[src/rtl/core/lrg_pkg.sv]
// Shared constants, datapath command codes and control structs
// for the linear ramp generator. No dependencies.
package lrg_pkg;

    localparam int VALUE_BITS      = 24;
    localparam int COUNT_FRAC_BITS = 16;
    localparam int DUR_BITS        = 24;
    localparam int RATE_BITS       = 18;
    localparam int COUNT_BITS      = 40;
    localparam int DIFF_BITS       = VALUE_BITS + 1;
    localparam int SUM_BITS        = VALUE_BITS + 3;
    localparam int STEP_MAG_BITS   = 47;
    localparam int STEP_FRAC_BITS  = 22;
    localparam int DIV_SHIFT       = COUNT_FRAC_BITS + STEP_FRAC_BITS;
    localparam int DIV_STEPS       = STEP_MAG_BITS;
    localparam int DIV_PRE         = DIV_STEPS - DIV_SHIFT;
    localparam int DIV_CNT_BITS    = $clog2(DIV_STEPS);
    localparam int MUL_B_BITS      = 24;
    localparam int PROD_BITS       = COUNT_BITS + MUL_B_BITS;
    localparam int ACC_BITS        = PROD_BITS + MUL_B_BITS;
    localparam int OFF_BITS        = VALUE_BITS + 1;
    localparam int OFF_TOP         = DIV_SHIFT + OFF_BITS;
    localparam int NEAR_MAG        = ((1 << (VALUE_BITS - 2)) - 1) / 1000000;

    localparam logic [COUNT_BITS-1:0] ONE_SAMPLE  = COUNT_BITS'(1) << COUNT_FRAC_BITS;
    localparam logic [COUNT_BITS:0]   COUNT_LIMIT = {1'b1, {COUNT_BITS{1'b0}}};
    localparam logic [RATE_BITS-1:0]  RATE_RESET  = RATE_BITS'(8000);

    localparam logic [1:0] REQ_TICK = 2'd0;
    localparam logic [1:0] REQ_SET  = 2'd1;
    localparam logic [1:0] REQ_RAMP = 2'd2;

    typedef enum logic [3:0] {
        OP_NONE,
        OP_CAPTURE,
        OP_DECODE,
        OP_RAMP_CHK,
        OP_DIV_INIT,
        OP_DIV_STEP,
        OP_MUL_LO,
        OP_MUL_HI,
        OP_MUL_ACC,
        OP_TICK_FIN
    } dp_op_t;

    typedef struct packed {
        dp_op_t op;
        logic   out_load;
    } lrg_cmd_t;

    typedef struct packed {
        logic [1:0] req;
        logic       tick_short;
        logic       ramp_short;
        logic       div_sat;
        logic       div_last;
    } lrg_sts_t;

endpackage

[src/rtl/core/lrg_ctrl.sv]
// Request sequencer for the linear ramp generator.
// Uses lrg_pkg; drives lrg_dp through lrg_cmd_t, reads lrg_sts_t.
module lrg_ctrl import lrg_pkg::*;
(
    input  logic     clk,
    input  logic     rst_n,
    input  logic     in_valid,
    output logic     in_stall,
    output logic     out_valid,
    input  logic     out_stall,
    output lrg_cmd_t cmd,
    input  lrg_sts_t sts
);

    typedef enum logic [3:0] {
        S_IDLE,
        S_DEC,
        S_RCHK,
        S_DINIT,
        S_DIV,
        S_MUL0,
        S_MUL1,
        S_MACC,
        S_TFIN,
        S_EMIT
    } state_t;

    state_t state_reg, state_next;
    logic   out_valid_reg, out_valid_next;

    assign in_stall  = (state_reg != S_IDLE);
    assign out_valid = out_valid_reg;

    always_comb
    begin
        state_next     = state_reg;
        out_valid_next = out_valid_reg && out_stall;
        cmd.op         = OP_NONE;
        cmd.out_load   = 1'b0;
        unique case (state_reg)
            S_IDLE:
            begin
                if (in_valid)
                begin
                    cmd.op     = OP_CAPTURE;
                    state_next = S_DEC;
                end
            end
            S_DEC:
            begin
                cmd.op = OP_DECODE;
                priority if (sts.req == REQ_TICK)
                    state_next = sts.tick_short ? S_EMIT : S_MUL0;
                else if (sts.req == REQ_RAMP)
                    state_next = S_RCHK;
                else
                    state_next = S_EMIT;
            end
            S_RCHK:
            begin
                cmd.op     = OP_RAMP_CHK;
                state_next = sts.ramp_short ? S_EMIT : S_DINIT;
            end
            S_DINIT:
            begin
                cmd.op     = OP_DIV_INIT;
                state_next = sts.div_sat ? S_EMIT : S_DIV;
            end
            S_DIV:
            begin
                cmd.op = OP_DIV_STEP;
                if (sts.div_last)
                    state_next = S_EMIT;
            end
            S_MUL0:
            begin
                cmd.op     = OP_MUL_LO;
                state_next = S_MUL1;
            end
            S_MUL1:
            begin
                cmd.op     = OP_MUL_HI;
                state_next = S_MACC;
            end
            S_MACC:
            begin
                cmd.op     = OP_MUL_ACC;
                state_next = S_TFIN;
            end
            S_TFIN:
            begin
                cmd.op     = OP_TICK_FIN;
                state_next = S_EMIT;
            end
            S_EMIT:
            begin
                if (!out_valid_reg || !out_stall)
                begin
                    cmd.out_load   = 1'b1;
                    out_valid_next = 1'b1;
                    state_next     = S_IDLE;
                end
            end
            default:
            begin
                state_next = S_IDLE;
            end
        endcase
    end

    always_ff @(posedge clk or negedge rst_n)
    begin
        if (!rst_n)
        begin
            state_reg     <= S_IDLE;
            out_valid_reg <= 1'b0;
        end
        else
        begin
            state_reg     <= state_next;
            out_valid_reg <= out_valid_next;
        end
    end

endmodule

[src/rtl/core/lrg_dp.sv]
// Datapath of the linear ramp generator: ramp state, count multiplier,
// serial step divider, split tick multiplier, output register. Uses lrg_pkg.
module lrg_dp import lrg_pkg::*;
(
    input  logic                         clk,
    input  logic                         rst_n,
    input  lrg_cmd_t                     cmd,
    output lrg_sts_t                     sts,
    input  logic                         cfg_we,
    input  logic [RATE_BITS-1:0]         cfg_data,
    input  logic [1:0]                   req_type,
    input  logic signed [VALUE_BITS-1:0] value,
    input  logic [DUR_BITS-1:0]          ramp_duration,
    output logic signed [VALUE_BITS-1:0] sample,
    output logic                         ramping,
    output logic signed [VALUE_BITS-1:0] target_out
);

    // ramp state
    logic [RATE_BITS-1:0]         rate_reg, rate_next;
    logic signed [VALUE_BITS-1:0] cur_reg, cur_next;
    logic signed [VALUE_BITS-1:0] tgt_reg, tgt_next;
    logic [COUNT_BITS-1:0]        left_reg, left_next;
    logic                         step_neg_reg, step_neg_next;
    logic [STEP_MAG_BITS-1:0]     step_mag_reg, step_mag_next;

    // working registers
    logic [1:0]                   req_reg, req_next;
    logic signed [VALUE_BITS-1:0] val_reg, val_next;
    logic [DUR_BITS-1:0]          dur_reg, dur_next;
    logic signed [VALUE_BITS-1:0] shown_reg, shown_next;
    logic [COUNT_BITS:0]          count_reg, count_next;
    logic                         diff_neg_reg, diff_neg_next;
    logic [DIFF_BITS-1:0]         diff_mag_reg, diff_mag_next;
    logic [COUNT_BITS-1:0]        rem_reg, rem_next;
    logic [STEP_MAG_BITS-1:0]     quot_reg, quot_next;
    logic [DIV_PRE-1:0]           src_reg, src_next;
    logic [DIV_CNT_BITS-1:0]      div_cnt_reg, div_cnt_next;
    logic [PROD_BITS-1:0]         prod_reg, prod_next;
    logic [ACC_BITS-1:0]          acc_reg, acc_next;
    logic signed [VALUE_BITS-1:0] sample_reg, sample_next;
    logic                         ramping_reg, ramping_next;
    logic signed [VALUE_BITS-1:0] target_reg, target_next;

    logic signed [DIFF_BITS-1:0]        diff;
    logic [DUR_BITS+RATE_BITS-1:0]      raw_count;
    logic [COUNT_BITS:0]                count_dec;
    logic [MUL_B_BITS-1:0]              mul_b;
    logic [PROD_BITS-1:0]               mul_p;
    logic [COUNT_BITS:0]                r2;
    logic [COUNT_BITS:0]                r2_sub;
    logic                               r2_fits;
    logic [STEP_MAG_BITS-1:0]           quot_step;
    logic [OFF_BITS-1:0]                off;
    logic signed [SUM_BITS-1:0]         tsum;
    logic signed [VALUE_BITS-1:0]       tval;

    assign diff      = {val_reg[VALUE_BITS-1], val_reg} - {cur_reg[VALUE_BITS-1], cur_reg};
    assign raw_count = (DUR_BITS+RATE_BITS)'(dur_reg) * (DUR_BITS+RATE_BITS)'(rate_reg);
    assign count_dec = count_reg - {1'b0, ONE_SAMPLE};

    assign mul_b = (cmd.op == OP_MUL_HI)
                 ? MUL_B_BITS'(step_mag_reg[STEP_MAG_BITS-1:MUL_B_BITS])
                 : step_mag_reg[MUL_B_BITS-1:0];
    assign mul_p = PROD_BITS'(left_reg) * PROD_BITS'(mul_b);

    assign r2        = {rem_reg, src_reg[DIV_PRE-1]};
    assign r2_fits   = (r2 >= {1'b0, left_reg});
    assign r2_sub    = r2 - {1'b0, left_reg};
    assign quot_step = {quot_reg[STEP_MAG_BITS-2:0], r2_fits};

    assign off  = (|acc_reg[ACC_BITS-1:OFF_TOP]) ? {OFF_BITS{1'b1}}
                                                 : acc_reg[OFF_TOP-1:DIV_SHIFT];
    assign tsum = step_neg_reg
                ? ({{3{tgt_reg[VALUE_BITS-1]}}, tgt_reg} + $signed({2'b00, off}))
                : ({{3{tgt_reg[VALUE_BITS-1]}}, tgt_reg} - $signed({2'b00, off}));

    always_comb
    begin
        if (tsum[SUM_BITS-1:VALUE_BITS-1] == {(SUM_BITS-VALUE_BITS+1){1'b0}} ||
            tsum[SUM_BITS-1:VALUE_BITS-1] == {(SUM_BITS-VALUE_BITS+1){1'b1}})
            tval = tsum[VALUE_BITS-1:0];
        else if (tsum[SUM_BITS-1])
            tval = {1'b1, {(VALUE_BITS-1){1'b0}}};
        else
            tval = {1'b0, {(VALUE_BITS-1){1'b1}}};
    end

    assign sts.req        = req_reg;
    assign sts.tick_short = ~|left_reg[COUNT_BITS-1:COUNT_FRAC_BITS];
    assign sts.ramp_short = (count_reg <= {1'b0, ONE_SAMPLE}) ||
                            (diff_mag_reg <= DIFF_BITS'(NEAR_MAG));
    assign sts.div_sat    = ((COUNT_BITS+DIV_PRE)'(diff_mag_reg) >=
                             {left_reg, {DIV_PRE{1'b0}}});
    assign sts.div_last   = (div_cnt_reg == DIV_CNT_BITS'(DIV_STEPS - 1));

    always_comb
    begin
        rate_next     = cfg_we ? cfg_data : rate_reg;
        cur_next      = cur_reg;
        tgt_next      = tgt_reg;
        left_next     = left_reg;
        step_neg_next = step_neg_reg;
        step_mag_next = step_mag_reg;
        req_next      = req_reg;
        val_next      = val_reg;
        dur_next      = dur_reg;
        shown_next    = shown_reg;
        count_next    = count_reg;
        diff_neg_next = diff_neg_reg;
        diff_mag_next = diff_mag_reg;
        rem_next      = rem_reg;
        quot_next     = quot_reg;
        src_next      = src_reg;
        div_cnt_next  = div_cnt_reg;
        prod_next     = prod_reg;
        acc_next      = acc_reg;
        sample_next   = sample_reg;
        ramping_next  = ramping_reg;
        target_next   = target_reg;

        unique case (cmd.op)
            OP_NONE:
            begin
            end
            OP_CAPTURE:
            begin
                req_next   = req_type;
                val_next   = value;
                dur_next   = ramp_duration;
                shown_next = cur_reg;
            end
            OP_DECODE:
            begin
                priority if (req_reg == REQ_TICK)
                begin
                    if (sts.tick_short)
                        cur_next = tgt_reg;
                    else
                        left_next = left_reg - ONE_SAMPLE;
                end
                else if (req_reg == REQ_SET)
                begin
                    cur_next  = val_reg;
                    tgt_next  = val_reg;
                    left_next = '0;
                end
                else if (req_reg == REQ_RAMP)
                begin
                    tgt_next      = val_reg;
                    count_next    = (raw_count > (DUR_BITS+RATE_BITS)'(COUNT_LIMIT))
                                  ? COUNT_LIMIT : raw_count[COUNT_BITS:0];
                    diff_neg_next = diff[DIFF_BITS-1];
                    diff_mag_next = diff[DIFF_BITS-1] ? DIFF_BITS'(-diff) : DIFF_BITS'(diff);
                end
                else
                begin
                end
            end
            OP_RAMP_CHK:
            begin
                if (sts.ramp_short)
                begin
                    cur_next  = tgt_reg;
                    left_next = '0;
                end
                else
                    left_next = count_dec[COUNT_BITS-1:0];
            end
            OP_DIV_INIT:
            begin
                rem_next     = COUNT_BITS'(diff_mag_reg[DIFF_BITS-1:DIV_PRE]);
                src_next     = diff_mag_reg[DIV_PRE-1:0];
                quot_next    = '0;
                div_cnt_next = '0;
                if (sts.div_sat)
                begin
                    step_neg_next = diff_neg_reg;
                    step_mag_next = {STEP_MAG_BITS{1'b1}};
                end
            end
            OP_DIV_STEP:
            begin
                rem_next     = r2_fits ? r2_sub[COUNT_BITS-1:0] : r2[COUNT_BITS-1:0];
                quot_next    = quot_step;
                src_next     = {src_reg[DIV_PRE-2:0], 1'b0};
                div_cnt_next = div_cnt_reg + 1'b1;
                if (sts.div_last)
                begin
                    step_neg_next = diff_neg_reg;
                    step_mag_next = quot_step;
                end
            end
            OP_MUL_LO:
            begin
                prod_next = mul_p;
            end
            OP_MUL_HI:
            begin
                acc_next  = ACC_BITS'(prod_reg);
                prod_next = mul_p;
            end
            OP_MUL_ACC:
            begin
                acc_next = acc_reg + {prod_reg, {MUL_B_BITS{1'b0}}};
            end
            OP_TICK_FIN:
            begin
                cur_next = tval;
            end
            default:
            begin
            end
        endcase

        if (cmd.out_load)
        begin
            sample_next  = (req_reg == REQ_TICK) ? shown_reg : cur_reg;
            ramping_next = |left_reg[COUNT_BITS-1:COUNT_FRAC_BITS];
            target_next  = tgt_reg;
        end
    end

    always_ff @(posedge clk or negedge rst_n)
    begin
        if (!rst_n)
        begin
            rate_reg     <= RATE_RESET;
            cur_reg      <= '0;
            tgt_reg      <= '0;
            left_reg     <= '0;
            step_neg_reg <= 1'b0;
            step_mag_reg <= '0;
        end
        else
        begin
            rate_reg     <= rate_next;
            cur_reg      <= cur_next;
            tgt_reg      <= tgt_next;
            left_reg     <= left_next;
            step_neg_reg <= step_neg_next;
            step_mag_reg <= step_mag_next;
        end
    end

    always_ff @(posedge clk)
    begin
        req_reg      <= req_next;
        val_reg      <= val_next;
        dur_reg      <= dur_next;
        shown_reg    <= shown_next;
        count_reg    <= count_next;
        diff_neg_reg <= diff_neg_next;
        diff_mag_reg <= diff_mag_next;
        rem_reg      <= rem_next;
        quot_reg     <= quot_next;
        src_reg      <= src_next;
        div_cnt_reg  <= div_cnt_next;
        prod_reg     <= prod_next;
        acc_reg      <= acc_next;
        sample_reg   <= sample_next;
        ramping_reg  <= ramping_next;
        target_reg   <= target_next;
    end

    assign sample     = sample_reg;
    assign ramping    = ramping_reg;
    assign target_out = target_reg;

endmodule

[src/rtl/core/linear_ramp_generator.sv]
// Linear ramp generator for a Q2.22 control value.
// Input channel (in_valid/in_stall) carries one request: req_type 0 tick,
// 1 set value, 2 ramp to value over ramp_duration (Q8.16 seconds).
// Output channel (out_valid/out_stall) returns one result per request:
// sample, ramping flag and current target.
// cfg_we/cfg_data writes the output rate (samples per second), reset value
// 8000; write only while no request is in flight.
// Steps after accept: tick at the end of a ramp or idle, set and unused code
// go from decode to the output; tick while ramping uses the 40x24 multiplier
// twice, then accumulates and clamps; a ramp request ends after the ramp
// check if it finishes at once, after divider init if the step saturates,
// otherwise after the one-bit-per-cycle step divider (47 quotient bits).
// One request is worked on at a time; the next is accepted the cycle after
// the result enters the output register.
// A result held by out_stall stays in the output register; a new request
// may be taken meanwhile but its result waits until the register frees.
// Reset clears value, target, remaining count and step, and loads the rate.
// Depends on lrg_pkg, lrg_ctrl, lrg_dp.
module linear_ramp_generator import lrg_pkg::*;
(
    input  logic                         clk,
    input  logic                         rst_n,
    input  logic                         cfg_we,
    input  logic [RATE_BITS-1:0]         cfg_data,
    input  logic                         in_valid,
    output logic                         in_stall,
    input  logic [1:0]                   req_type,
    input  logic signed [VALUE_BITS-1:0] value,
    input  logic [DUR_BITS-1:0]          ramp_duration,
    output logic                         out_valid,
    input  logic                         out_stall,
    output logic signed [VALUE_BITS-1:0] sample,
    output logic                         ramping,
    output logic signed [VALUE_BITS-1:0] target_out
);

    lrg_cmd_t cmd;
    lrg_sts_t sts;

    lrg_ctrl u_ctrl
    (
        .clk       (clk),
        .rst_n     (rst_n),
        .in_valid  (in_valid),
        .in_stall  (in_stall),
        .out_valid (out_valid),
        .out_stall (out_stall),
        .cmd       (cmd),
        .sts       (sts)
    );

    lrg_dp u_dp
    (
        .clk           (clk),
        .rst_n         (rst_n),
        .cmd           (cmd),
        .sts           (sts),
        .cfg_we        (cfg_we),
        .cfg_data      (cfg_data),
        .req_type      (req_type),
        .value         (value),
        .ramp_duration (ramp_duration),
        .sample        (sample),
        .ramping       (ramping),
        .target_out    (target_out)
    );

endmodule

[config.mk]
export PLATFORM = sky130hd
export DESIGN_NAME = linear_ramp_generator
export DESIGN_NICKNAME = d
export VERILOG_FILES = /design/src/rtl/core/lrg_pkg.sv /design/src/rtl/core/lrg_ctrl.sv /design/src/rtl/core/lrg_dp.sv /design/src/rtl/core/linear_ramp_generator.sv
export SDC_FILE = /design/constraint.sdc
export NUM_CORES = 2
export LEC_CHECK = 0
export BUFFER_PORTS_ARGS = -buffer_cell sky130_fd_sc_hd__clkbuf_2
export CAP_MARGIN = 20
export CORE_ASPECT_RATIO = 0.5
export CORE_MARGIN = 3
export CORE_UTILIZATION = 50
export CTS_BUF_LIST = sky130_fd_sc_hd__clkbuf_4 sky130_fd_sc_hd__clkbuf_8
export DETAILED_ROUTE_END_ITERATION = 7
export PLACE_DENSITY_LB_ADDON = 0.1
export SYNTH_ARGS = -nofsm -noshare
export SYNTH_HDL_FRONTEND = slang
export SYNTH_SLANG_ARGS = --single-unit
export TNS_END_PERCENT = 50
[constraint.sdc]
create_clock -name clk -period 24.6 [get_ports clk]
set_input_delay 3.69 -clock clk [delete_from_list [all_inputs] [get_ports clk]]
set_output_delay 3.69 -clock clk [all_outputs]
set_load 0.01 [all_outputs]
* Yosys cells after proc, flatten, opt, wreduce, memory -nomap -nowiden
Index checks and enable logic that the tools add are counted.
** Cells by class
- Reduce and logical (&&, ||, !) cells :: 24
- Bitwise gates (word level) :: 2
- Shift operators :: 0
- $mul :: 2
- Mux-type cells :: 46
- Equality and inequality tests :: 31
- Magnitude comparators :: 5
- Add/sub/neg operators :: 9
- Divide/modulo/power cells :: 0
** Operators with widths (count)
- 2-to-1 mux 24 bit :: 11
- 2-to-1 mux 40 bit :: 5
- case mux 88 bit (2 select lines) :: 1
- case mux 40 bit (2 select lines) :: 2
- 2-to-1 mux 47 bit :: 2
- case mux 47 bit (2 select lines) :: 1
- case mux 46 bit (2 select lines) :: 1
- adder 88 bit :: 1
- subtractor 40 x 17 -> 40 bit (second input constant) :: 2
- case mux 24 bit (3 select lines) :: 1
- multiplier 40 x 24 -> 64 bit :: 1
- >= comparator 25 x 49 -> 1 bit :: 1
- greater-than comparator 42 x 41 -> 1 bit (second input constant) :: 1
- multiplier 24 x 18 -> 42 bit :: 1
- >= comparator 41 x 40 -> 1 bit :: 1
- <= comparator 41 x 17 -> 1 bit (second input constant) :: 1
- case mux 4 bit (10 select lines) :: 1
- subtractor 40 bit :: 1
- case mux 4 bit (9 select lines) :: 1
- == test 4 x 3 -> 1 bit (second input constant) :: 8
- 2-to-1 mux 4 bit :: 8
- adder 24 x 26 -> 27 bit :: 1
- 2-to-1 mux 27 bit :: 1
- subtractor 24 x 26 -> 27 bit :: 1
- other kinds (33) :: 64
** Word-level totals
- Bits in writable memories :: 0
- Memory bits (read-only) :: 0
- Flip-flop bits (word level) :: 602
- Input port bits :: 73
- Output and inout port bits :: 51
- Memories :: 0
- Bits in latches :: 0
- Word-level logic and storage cells :: 144

* Depth between registers and ports, before layout
- Word-level depth :: 8
- Gate-level depth with buffers :: 34

* Hierarchy
A second synthesis with hierarchy kept.
** Second synthesis, totals
- Cells, all modules :: 8113
- Area, all modules :: 75353.5 sq um
** Modules (own cells, without submodules)
- lrg_dp :: area an instance 74910.6 sq um, cells an instance 8057, sequential area each 16443.3 sq um, times used 1
- lrg_ctrl :: area an instance 442.9 sq um, cells an instance 56, sequential area each 125.1 sq um, times used 1

* Worst setup path after synthesis
Ideal clock, no wire load.
- Path kind :: flip-flop to flip-flop
- Start :: register u_ctrl.state_reg[3]
- End :: register u_dp.count_reg[0] (enable)
- Clock period less this slack :: 8.870 ns
- Buffers on the path :: 2
- Library setup time :: 0.681 ns
- Required time :: 23.919 ns
- Cell stages (with the launch flop) :: 6
- Setup slack :: 15.730 ns
- Arrival time :: 8.189 ns
- Cell sequence :: dfrtp_1 > clkbuf_1 > or2_2 > clkbuf_1 > nor2_1 > nor4b_1
** On the way
- Longest elaborated chain between the ends :: 4
** RTL lines
- start, declared :: line lrg_ctrl.sv:28 : state_t state_reg, state_next;
- start signal, assigned :: line lrg_ctrl.sv:120 : state_reg <= state_next;
- == test 4 bit (tied with other cells) :: line lrg_ctrl.sv:40 : unique case (state_reg)
- case mux 4 bit (9 select lines) (*) :: line lrg_ctrl.sv:40
- == test 4 x 2 -> 1 bit (*) :: line lrg_dp.sv:122 : unique case (cmd.op)
- AND reduction 4 bit (no line) (*)
- end signal, assigned :: line lrg_dp.sv:252 : count_reg <= count_next;
- end, declared :: line lrg_dp.sv:32 : logic [COUNT_BITS:0] count_reg, count_next;
Mark *: on every way between the ends. The rest lies on a longest branch, timed or not.
A chain may end at the register's enable or synchronous reset.

* Worst setup path in the final report
- Start :: register u_ctrl.state_reg[1]
- End :: register u_dp.prod_reg[63], data pin
** On the way
- Longest elaborated chain between the ends :: 5
** RTL lines
- == test 4 bit (tied with other cells) :: line lrg_ctrl.sv:40
- case mux 4 bit (9 select lines) (*) :: line lrg_ctrl.sv:40
- == test 4 x 3 -> 1 bit (*) :: line lrg_dp.sv:62 : assign mul_b = (cmd.op == OP_MUL_HI)
- 2-to-1 mux 24 bit (*) :: line lrg_dp.sv:63 : ? MUL_B_BITS'(step_mag_reg[STEP_MAG_BITS-1:MUL_B_BITS])
- multiplier 40 x 24 -> 64 bit (*) :: line lrg_dp.sv:65 : assign mul_p = PROD_BITS'(left_reg) * PROD_BITS'(mul_b);
- named net u_dp.mul_p[63] :: line lrg_dp.sv:49 : logic [PROD_BITS-1:0] mul_p;
- end signal, assigned :: line lrg_dp.sv:259 : prod_reg <= prod_next;
- end, declared :: line lrg_dp.sv:39 : logic [PROD_BITS-1:0] prod_reg, prod_next;
The timed path passes the listed nets; every way through them passes the cells marked *.

==> results.yml <==
cts:
  cts.root.buffer_cell: "clkbuf_8"
  clock_latency_ps: 830
  cts_buffers: 92
  cts-hold-fix-buffers: 0
  tritoncts: "yes"
  post_cts_resized: 0
  cts_buffer_depth: 3
  clock-sinks: 578
  clk_pin_slew_ps: 70
  htreeDepth: 3
  cts_setup_buffers: 0
final_layout:
  drive_above_1_share: 0.07361
  final_cell_count_no_fill: 10130
  layout_common_cells: "inv_1, nand2_1, fa_1, nor2_1, ha_1"
  nets: 9810
  nFillCells: 13780
  multi_input_area_mm2: 0.05262
  areaGrowthSynthToFinish_pct: 6.338
  final_common_cell: "inv_1"
  register_area_mm2: 0.01657
  post-route-util: 0.5385
sta:
  finalCriticalPeriod_ps: 10470
  worst_pin_slew_ps: 1084
  fin_skew_ps: 82.26
  finalHoldViolations: 0
  tns_ps: 0
  rsz0062_at_grt: "false"
  final-setup-viol-count: 0
  fmax_ghz: 0.09548
  post-route-period-util: 0.4257
  slew_headroom: 0.2775
  slew_viol_final: 0
  whs_ps: 449.1
yosys:
  synth_cell_type_count: 88
  synth-simple-area-share: 0.1504
  synth_fp_nets: 9886
  seq_area_frac_synth: 0.2186
  synthFlopType: "edfxtp_1"
  synth_area_mm2: 0.07578
  syn_area_per_cell_um2: 9.313
  synth_xor_area_frac: 0.03144
  synthMuxAreaShare: 0.01565
  synth_top_family_by_area: "adder cells"
  synth-compound-area-share: 0.09949
  synth-seq-cells: 578
  synthCells: 8137
  synth-edff-count: 419
  yosysWarnings: 0
  async_flop_share: 0.2751
  synthAdderAreaFrac: 0.3946
global_route:
  grt_pass1_vias: 58310
  overflow: 0
  grtUsageTotal: 0.3000
  grt_antenna_before_repair: 12
  grt_max_degree: 93
  grt_pass1_wl_um: 357400
floorplan:
  dieArea_mm2: 0.1566
  design.core.area_mm2: 0.1496
  std_cell_rows: 100
  ios: 124
  die_x_um: 556.6
  start_util: 0.5064
  die_h_um: 281.3
detailed_routing:
  avgRoutedWirePerCell_um: 22.78
  drt_pass1_iterations: 7
  final_antenna_net_count: 0
  drc_errors: 0
  wl_um: 230700
  viasPerCell: 5.650
  drtIter0Drc: 4788
  vias: 57240
placement:
  io_buffers: 123
  gp_congestion: 0.9590
  dp_hpwl_um: 174700
  dp.cells: 9953
setup_path:
  cp-startpoint: "u_ctrl.state_reg[1]$_DFFE_PN0P_"
  critPathSlowestCell: "dfrtp_1"
  setup.worst_path.end: "u_dp.prod_reg[63]$_DFFE_PP_"
  crit_type: "reg2reg"
  crit_fanout: 40
  r2r_slack_ps: 14130
  reg2regPathDepth: 31
  reg2reg_to: "u_dp.prod_reg[63]$_DFFE_PP_"
  path_common_cell: "fa_1"
  required_ps: 25170
  end_kind: "register"
  worstPathArrival_ps: 11040
  start_kind: "register"
  slowest_delay_ps: 660
  reg2reg_from: "u_ctrl.state_reg[1]$_DFFE_PN0P_"
run:
  drv_cap: 0
run_status:
  status: "completed"
min_path:
  hold_class: "reg2reg"
  min_path_cells: 0
## worst max-delay path: cells and delay by family, from the launching register on
family	cells	cell delay, ps
compound gates	9	2380
xor+xnor	1	100
fa+ha+maj	8	3990
buf+inv	8	1270
flops	1	660
mux	1	270
simple gates	4	1540
## cells in the mapped netlist, types with 7 or more instances
cell | n | share of area
clkinv_1 | 14 | 0.00069
fa_1 | 1190 | 0.31
xnor2_1 | 164 | 0.019
inv_1 | 1349 | 0.067
o21bai_1 | 40 | 0.0040
a21oi_2 | 46 | 0.0053
o221ai_1 | 21 | 0.0024
o22a_1 | 7 | 0.00081
nor2b_1 | 44 | 0.0036
o31ai_1 | 20 | 0.0020
and3_1 | 78 | 0.0064
a21o_1 | 143 | 0.014
o21ai_0 | 275 | 0.018
nand3_1 | 69 | 0.0046
o21a_1 | 48 | 0.0048
a221oi_1 | 9 | 0.0010
edfxtp_1 | 419 | 0.17
nor3_1 | 72 | 0.0048
or2_2 | 13 | 0.0011
nand2_1 | 1229 | 0.061
ha_1 | 486 | 0.080
a22o_1 | 31 | 0.0036
a31o_2 | 8 | 0.00092
mux2_2 | 68 | 0.010
o32ai_1 | 7 | 0.00081
nor2_1 | 585 | 0.029
a21boi_0 | 7 | 0.00069
and2_1 | 291 | 0.024
mux2i_1 | 42 | 0.0055
nand4_1 | 38 | 0.0031
a211oi_1 | 25 | 0.0025
o22ai_1 | 20 | 0.0017
a41oi_1 | 13 | 0.0015
clkbuf_1 | 396 | 0.020
o31a_1 | 8 | 0.00092
a22oi_1 | 29 | 0.0029
nor4_1 | 34 | 0.0028
or3_1 | 25 | 0.0021
a31oi_1 | 39 | 0.0032
dfrtp_1 | 153 | 0.051
o211ai_1 | 16 | 0.0016
a21oi_1 | 295 | 0.019
nand2b_1 | 43 | 0.0035
xor2_1 | 108 | 0.012
## how the worst min path moves through the flow
| stage | startpoint | end | slack [ps] |
|---|---|---|---|
| final | u_dp.cur_reg[8]$_DFFE_PN0P_ | u_dp.shown_reg[8]$_DFFE_PN_ | 450 |
| after global routing | u_dp.cur_reg[1]$_DFFE_PN0P_ | u_dp.shown_reg[1]$_DFFE_PN_ | 460 |
| after global placement | u_dp.cur_reg[8]$_DFFE_PN0P_ | u_dp.shown_reg[8]$_DFFE_PN_ | 430 |
| after detailed placement | u_dp.cur_reg[21]$_DFFE_PN0P_ | u_dp.shown_reg[21]$_DFFE_PN_ | 430 |
| after CTS | u_dp.cur_reg[21]$_DFFE_PN0P_ | u_dp.shown_reg[21]$_DFFE_PN_ | 450 |
| after floorplan | u_dp.cur_reg[1]$_DFFE_PN0P_ | u_dp.shown_reg[1]$_DFFE_PN_ | 420 |
## metrics by stage
step | instance area, um2 | worst slack (ps)
4_1_cts | 80530 | 14130
6_report | 80580 | 14130
3_3_place_gp | 78320 | 14220
5_1_grt | 80580 | 13480
2_1_floorplan | 75780 | 15730
3_5_place_dp | 78320 | 14130
## per-layer routing
layer	global-route usage	share of wire	vias to the layer above
li1	-	-	25740
met1	0.4256	0.44	29000
met2	0.4584	0.43	2114
met3	0.07571	0.094	373
met4	0.08273	0.030	12
met5	0	0.00034	-
## layout make-up
| type | instances | share of cell area |
|---|---|---|
| antenna | 3 | 0.00009316 |
| timing repair buffer | 244 | 0.01936 |
| tap | 1989 | 0.03088 |
| sequential | 578 | 0.2056 |
| multi-input combinational | 5780 | 0.6530 |
| clock inverter | 50 | 0.008105 |
| clock buffer | 121 | 0.01935 |
| inverter | 1365 | 0.06358 |
## kinds of logic (layout without fill, tap and decap cells)
group | Yosys count | after routing
buffers and inverters | 1779 | 1780
other | 0 | 3
multiplexers | 110 | 110
flip-flops | 578 | 578
adder cells (fa/ha/maj) | 1676 | 1676
AND/OR/NAND/NOR | 2560 | 2560
AO/OA/AOI/OAI | 1162 | 1162
XOR/XNOR | 272 | 272
Power is not shown: default switching activity piles up to over one toggle a cycle in this logic, so the estimate is an artifact.
